File: src/sv/pwm_dimmed_tube_frame_driver_assert.svh
// assertion macros used by the frame driver core
`ifndef PWM_DIMMED_TUBE_FRAME_DRIVER_ASSERT_SVH
`define PWM_DIMMED_TUBE_FRAME_DRIVER_ASSERT_SVH

// same-cycle implication, disabled while reset is low
`define PDT_ASSERT_IMPL(label, clk, rst_n, ante, cons) \
  label: assert property (@(posedge clk) disable iff (!(rst_n)) (ante) |-> (cons)) \
    else $error("pwm_dtfd assertion failed");

// next-cycle implication, disabled while reset is low
`define PDT_ASSERT_NEXT(label, clk, rst_n, ante, cons) \
  label: assert property (@(posedge clk) disable iff (!(rst_n)) (ante) |=> (cons)) \
    else $error("pwm_dtfd assertion failed");

`endif

File: src/sv/pwm_dtfd_pkg.sv
// types, constants and cathode maps of the pwm dimmed tube frame driver
package pwm_dtfd_pkg;

  localparam int unsigned PwmPeriodDef = 32;
  localparam int unsigned CathodeBits  = 40;
  localparam int unsigned NumTubes     = 4;
  localparam int unsigned CodeW        = 4;
  localparam int unsigned CathW        = 6;
  localparam int unsigned BrightW      = 6;
  localparam int unsigned PaddrW       = 5;
  localparam int unsigned PdataW       = 32;

  localparam logic [CathW-1:0]   BlankCath   = 6'd63;
  localparam logic [BrightW-1:0] BrightReset = 6'd32;

  // register indexes, byte address is four times the index
  localparam logic [2:0] RegBrightTube0  = 3'd0;
  localparam logic [2:0] RegBrightTube1  = 3'd1;
  localparam logic [2:0] RegBrightTube2  = 3'd2;
  localparam logic [2:0] RegBrightTube3  = 3'd3;
  localparam logic [2:0] RegBrightPeriph = 3'd4;
  localparam logic [2:0] RegBrightRing   = 3'd5;

  // brightness thresholds handed from the register file to the datapath
  typedef struct packed {
    logic [NumTubes-1:0][BrightW-1:0] tube;
    logic [BrightW-1:0]               periph;
    logic [BrightW-1:0]               ring;
  } bright_cfg_t;

  // one input transaction as held in the input register
  typedef struct packed {
    logic [CodeW-1:0] code_tube0;
    logic [CodeW-1:0] code_tube1;
    logic [CodeW-1:0] code_tube2;
    logic [CodeW-1:0] code_tube3;
    logic             colon_on;
    logic             pm_on;
    logic             alarm_on;
  } in_item_t;

  // one result transaction as held in the result register
  typedef struct packed {
    logic                   frame_valid;
    logic [CathodeBits-1:0] cathode_bits;
    logic                   colon_drive;
    logic                   pm_drive;
    logic                   alarm_drive;
  } result_t;

  // cathode index selected by a digit code on a given tube
  function automatic logic [CathW-1:0] cathode_of(input logic [1:0] tube,
                                                  input logic [CodeW-1:0] code);
    logic [CathW-1:0] c;
    c = BlankCath;
    if (code < 4'd10) begin
      unique case (tube)
        2'd0: begin
          unique case (code)
            4'd0:    c = 6'd30;
            4'd9:    c = 6'd31;
            default: c = 6'd31 + {2'b00, code};
          endcase
        end
        2'd1: c = (code == 4'd0) ? 6'd20 : 6'd30 - {2'b00, code};
        2'd2: c = (code == 4'd0) ? 6'd10 : 6'd20 - {2'b00, code};
        default: begin
          unique case (code)
            4'd0:    c = 6'd6;
            4'd1:    c = 6'd9;
            4'd2:    c = 6'd8;
            4'd3:    c = 6'd7;
            4'd4:    c = 6'd1;
            4'd5:    c = 6'd0;
            4'd6:    c = 6'd2;
            4'd7:    c = 6'd3;
            4'd8:    c = 6'd4;
            default: c = 6'd5;
          endcase
        end
      endcase
    end
    return c;
  endfunction

endpackage

File: src/sv/pwm_dtfd_cfg.sv
// apb register file holding the six brightness thresholds
module pwm_dtfd_cfg import pwm_dtfd_pkg::*; (
  input  logic              clk_i,
  input  logic              rst_ni,
  input  logic              psel,
  input  logic              penable,
  input  logic              pwrite,
  input  logic [PaddrW-1:0] paddr,
  input  logic [PdataW-1:0] pwdata,
  output logic [PdataW-1:0] prdata,
  output logic              pready,
  output bright_cfg_t       cfg_o
);

  bright_cfg_t      cfg_q, cfg_d;
  logic             wr_en;
  logic [2:0]       reg_idx;
  logic [BrightW-1:0] wdata;
  logic [BrightW-1:0] rdata;

  assign pready  = 1'b1;
  assign wr_en   = psel && penable && pwrite;
  assign reg_idx = paddr[4:2];
  assign wdata   = pwdata[BrightW-1:0];

  // register write decode
  always_comb begin
    cfg_d = cfg_q;
    if (wr_en) begin
      unique case (reg_idx)
        RegBrightTube0:  cfg_d.tube[0] = wdata;
        RegBrightTube1:  cfg_d.tube[1] = wdata;
        RegBrightTube2:  cfg_d.tube[2] = wdata;
        RegBrightTube3:  cfg_d.tube[3] = wdata;
        RegBrightPeriph: cfg_d.periph  = wdata;
        RegBrightRing:   cfg_d.ring    = wdata;
        default: ;
      endcase
    end
  end

  always_ff @(posedge clk_i or negedge rst_ni) begin
    if (!rst_ni) begin
      cfg_q.tube   <= {NumTubes{BrightReset}};
      cfg_q.periph <= BrightReset;
      cfg_q.ring   <= BrightReset;
    end else begin
      cfg_q <= cfg_d;
    end
  end

  // register read mux
  always_comb begin
    unique case (reg_idx)
      RegBrightTube0:  rdata = cfg_q.tube[0];
      RegBrightTube1:  rdata = cfg_q.tube[1];
      RegBrightTube2:  rdata = cfg_q.tube[2];
      RegBrightTube3:  rdata = cfg_q.tube[3];
      RegBrightPeriph: rdata = cfg_q.periph;
      RegBrightRing:   rdata = cfg_q.ring;
      default:         rdata = '0;
    endcase
  end

  assign prdata = {{(PdataW-BrightW){1'b0}}, rdata};
  assign cfg_o  = cfg_q;

endmodule

File: config.mk
export PLATFORM = sky130hd
export DESIGN_NAME = pwm_dtfd_cfg
export DESIGN_NICKNAME = d
export VERILOG_FILES = /design/src/sv/pwm_dimmed_tube_frame_driver_assert.svh /design/src/sv/pwm_dtfd_pkg.sv /design/src/sv/pwm_dtfd_cfg.sv
export SDC_FILE = /design/constraint.sdc
export NUM_CORES = 1
export LEC_CHECK = 0
export BUFFER_PORTS_ARGS = -buffer_cell sky130_fd_sc_hd__buf_2
export CORE_UTILIZATION = 47
export DETAILED_ROUTE_END_ITERATION = 6
export PLACE_DENSITY = 0.95
export SLEW_MARGIN = 40
export SYNTH_ARGS = -nofsm -noshare
export SYNTH_HDL_FRONTEND = slang
export SYNTH_SLANG_ARGS = --single-unit
File: constraint.sdc
create_clock -name clk_i -period 2.2 [get_ports clk_i]
set_clock_uncertainty 0.2 [all_clocks]
set_input_delay 0.11 -clock clk_i [delete_from_list [all_inputs] [get_ports clk_i]]
set_output_delay 0.11 -clock clk_i [all_outputs]
set_load 0.02 [all_outputs]
; Yosys cells after proc, flatten, opt, wreduce, memory -nomap -nowiden
; Index checks and enable logic that the tools add are counted.
[totals]
regBits = 36
[classes]
eq_ne = 5
n_mux = 1
reduce_logical = 9
[ops]
columns = op, n
row1 = $pmux W6 S6, 1
row2 = $reduce_and A2 Y1, 6
row3 = $eq A3 B2 Y1 const B, 2
row4 = $eq A3 B3 Y1 const B, 2
row5 = $eq A3 B1 Y1 const B, 1
row6 = $logic_not A3 Y1, 1
row7 = $logic_and A1 B1 Y1, 2

; Logic depth before layout (Yosys ltp)
[depth]
depth_word = 3
ltp_mapped = 5

; Least setup slack after synthesis
; No wires, ideal clock.
[synth_path]
path_type = register -> output
from = register cfg_q, in the netlist cfg_o[17]
to = output prdata[5]
arrival_time_ns = 1.198
required_ns = 1.890
setup_slack_ns = 0.692
path_stages_with_launch = 4
path_buffers = 0
path_cell_list = dfstp_2 > mux2_2 > a21oi_1 > o221ai_1
[synth_between]
elab_chain_cells = 1
[synth_rtl]
columns = item, line
row1 = "start, declared", pwm_dtfd_cfg.sv:15  ; bright_cfg_t cfg_q, cfg_d;
row2 = "start signal, assigned", pwm_dtfd_cfg.sv:48  ; cfg_q <= cfg_d;
row3 = $pmux W6 S6, pwm_dtfd_cfg.sv:54  ; unique case (reg_idx)
row4 = "end, declared", pwm_dtfd_cfg.sv:10  ; output logic [PdataW-1:0] prdata,
; Every way passes these cells.

; Worst setup path after layout
[layout_path]
from = register cfg_q, in the netlist cfg_o[14]
to = output prdata[2]
; Same word-level chain as after synthesis.

==> summary.txt <==
Status
  – Status: finished, final reports clean

Setup path
  – Worst Path Required: 1890 ps
  – Critical path fanouts, max: 3
  – Critical path type: flip-flop to output pin
  – CP Capture Type: output pin
  – CP Launch Type: flip-flop
  – WP data arrival: 1520 ps

Layout
  – Final Cell Area: 0.00242 sq mm
  – Max reg flops: 36
  – Layout cell share with drive strength beyond 1: 0.553
  – Syn-to-layout area delta: 23.2%
  – Final #Nets: 260
  – Antenna diode count: 0
  – Final non-filler cell total: 269

Global route
  – Vias in the first global route: 1324
  – First-pass GRT wire length: 6.61 mm
  – Initial antenna violation count: 0
  – GRT Total Usage: 0.210
  – GR Overflow Total: 0
  – Pin count of the biggest net entering global routing: 37

Clocking
  – CTS tree: done
  – Postcts setup bufs: 0
  – Clock-pin slew of the registers on the worst-case setup and hold paths: 70 ps
  – CTS Buf Count: 5
  – Root Buffer: clkbuf_8
  – Clk sinks: 36
  – Worst-Skew Late Latency: 300 ps
  – H-tree depth: 2
  – Max clock buf depth: 2

Routing
  – DR vias: 1382
  – DRC: 0
  – Vias/cell: 5.14
  – Final ANT Viol Nets: 0
  – Final WL: 4.21 mm
  – Initial drt markers: 22
  – DRT Pass-1 Iters: 4
  – Routed wire per std cell: 15.7 um

Placement
  – Cell Area, Placed: 0.00219 sq mm
  – Placed cell count: 254
  – DP Wirelength: 2.91 mm
  – Port Buffer Count: 55
  – Gpl congestion: 0.812

STA
  – Worst Hold Slack: 96.0 ps
  – Fmax: 546 MHz
  – Setup TNS: 0 ps
  – Setup violators final: 0
  – Final Cycle Share: 0.832
  – Fin. Hold Viols: 0
  – Max-slew violations: 0
  – Minimum clock period: 1830 ps
  – RSZ-0062 raised after global routing: no

Power
  – VDD IR max: 0.651 mV
  – Pwr dens: 990 mW/mm^2
  – Static Leak: 1.25 nW
  – Total power draw: 2.40 mW

Yosys
  – Synth warn: 0
  – Count leader, synth: mux2_2
  – Synth Cell Area: 0.00196 sq mm
  – Synth Area per Inst: 12.8 sq um
  – Dominant synthesized flop cell: dfrtp_1
  – Mapped Cells: 153
  – Ys async rst share: 1.00
  – Synth cell types: 27
  – Number of flops mapped to enable cells by yosys: 0
  – Top post-synthesis cells by count: mux2_2, dfrtp_1, buf_4
  – Synth top area share: 0.382
  – Top cell type by total area after synthesis: dfrtp_1
  – Yosys reg bits: 36
  – Ranking of synthesized cells by area: dfrtp_1, mux2_2, buf_4
  – Sequential-to-total area share from yosys stat: 0.463

Floorplan
  – Die width: 66.6 um
  – Site row count: 23
  – CORE AREA: 0.00400 sq mm
  – Initial Utilization: 0.491
  – Die area: 0.00444 sq mm
  – Boundary Pins: 111
  – Chip Height: 66.6 um

Flow run
  – Max-Cap Viols: 0

Worst hold path
  – Hold Path Class: input port to async pin
-- cells by family after synthesis --
logic type / count (synthesis) / share of synthesized area
buffers and inverters: 33 / 0.119
muxes: 48 / 0.290
and+or+nand+nor: 22 / 0.0797
DFF: 36 / 0.463
AOI/OAI and AO/OA: 12 / 0.0446
other: 2 / 0.00383
-- final timing paths --
path,endpoint,startpoint,depth (start not counted),slack [ps]
worst max-delay path,prdata[2],cfg_o[14],4,370
min in group clk_i,cfg_o[28],paddr[4],3,150
worst max register to register,cfg_o[15],cfg_o[15],1,1200
worst min register to register,cfg_o[31],cfg_o[31],1,330
worst min-delay path,cfg_o[13],rst_ni,2,100
max in group asynchronous,cfg_o[11],rst_ni,2,1360
-- per-stage QoR --
| stage | setup slack, ps | util |
|---|---|---|
| finish | 369 | 0.605 |
| global route | 321 | 0.605 |
| floorplan | 692 | - |
| detailed placement | 388 | 0.547 |
| CTS | 376 | 0.604 |
| global placement | 445 | 0.547 |
-- layout by cell type (no fill, tap or decap), types with 2 or more instances in the layout --
| cell type | count |
|---|---|
| a21oi_1 | 4 |
| a221oi_1 | 2 |
| and3b_1 | 4 |
| buf_2 | 54 |
| buf_4 | 4 |
| bufinv_16 | 3 |
| clkbuf_8 | 5 |
| conb_1 | 27 |
| dfrtp_1 | 30 |
| dfstp_2 | 6 |
| dlygate4sd3_1 | 7 |
| mux2_2 | 37 |
| mux2_4 | 6 |
| mux2i_1 | 4 |
| nand2_1 | 8 |
| nor2_2 | 2 |
| o221ai_1 | 3 |
-- final cells by class --
class	instances	area, sq um
flip-flops and latches	36	908
well taps	50	62.6
repair buffers	65	370
clock inverters	3	90.1
inverters	1	3.75
fillers	345	1580
multi-input cells	109	915
clock buffers	5	68.8
-- worst max-delay path, cell delays in order (launching register included) --
cell and delay (ps):
dfrtp_1 410, mux2_2 260, a221oi_1 290, a21oi_1 80, buf_2 190
-- layer usage --
metal | vias up | global-route usage | wire (um)
li1 | 627 | - | -
met1 | 686 | 0.248 | 1710
met2 | 55 | 0.336 | 2090
met3 | 14 | 0.0462 | 256
met4 | 0 | 0.149 | 158
met5 | - | 0 | 0
-- power by group --
part,internal (mW),total (mW),switching (mW)
sequential,0.808,0.906,0.0982
clock,0.567,0.812,0.245
combinational,0.282,0.678,0.396
-- timing repair --
item	CTS	global route
hold buffers	7	0
setup endpoints to repair	0	0
gates resized for setup	0	0
endpoints found under the hold margin	66	0
(Power assumes the default switching activity.)
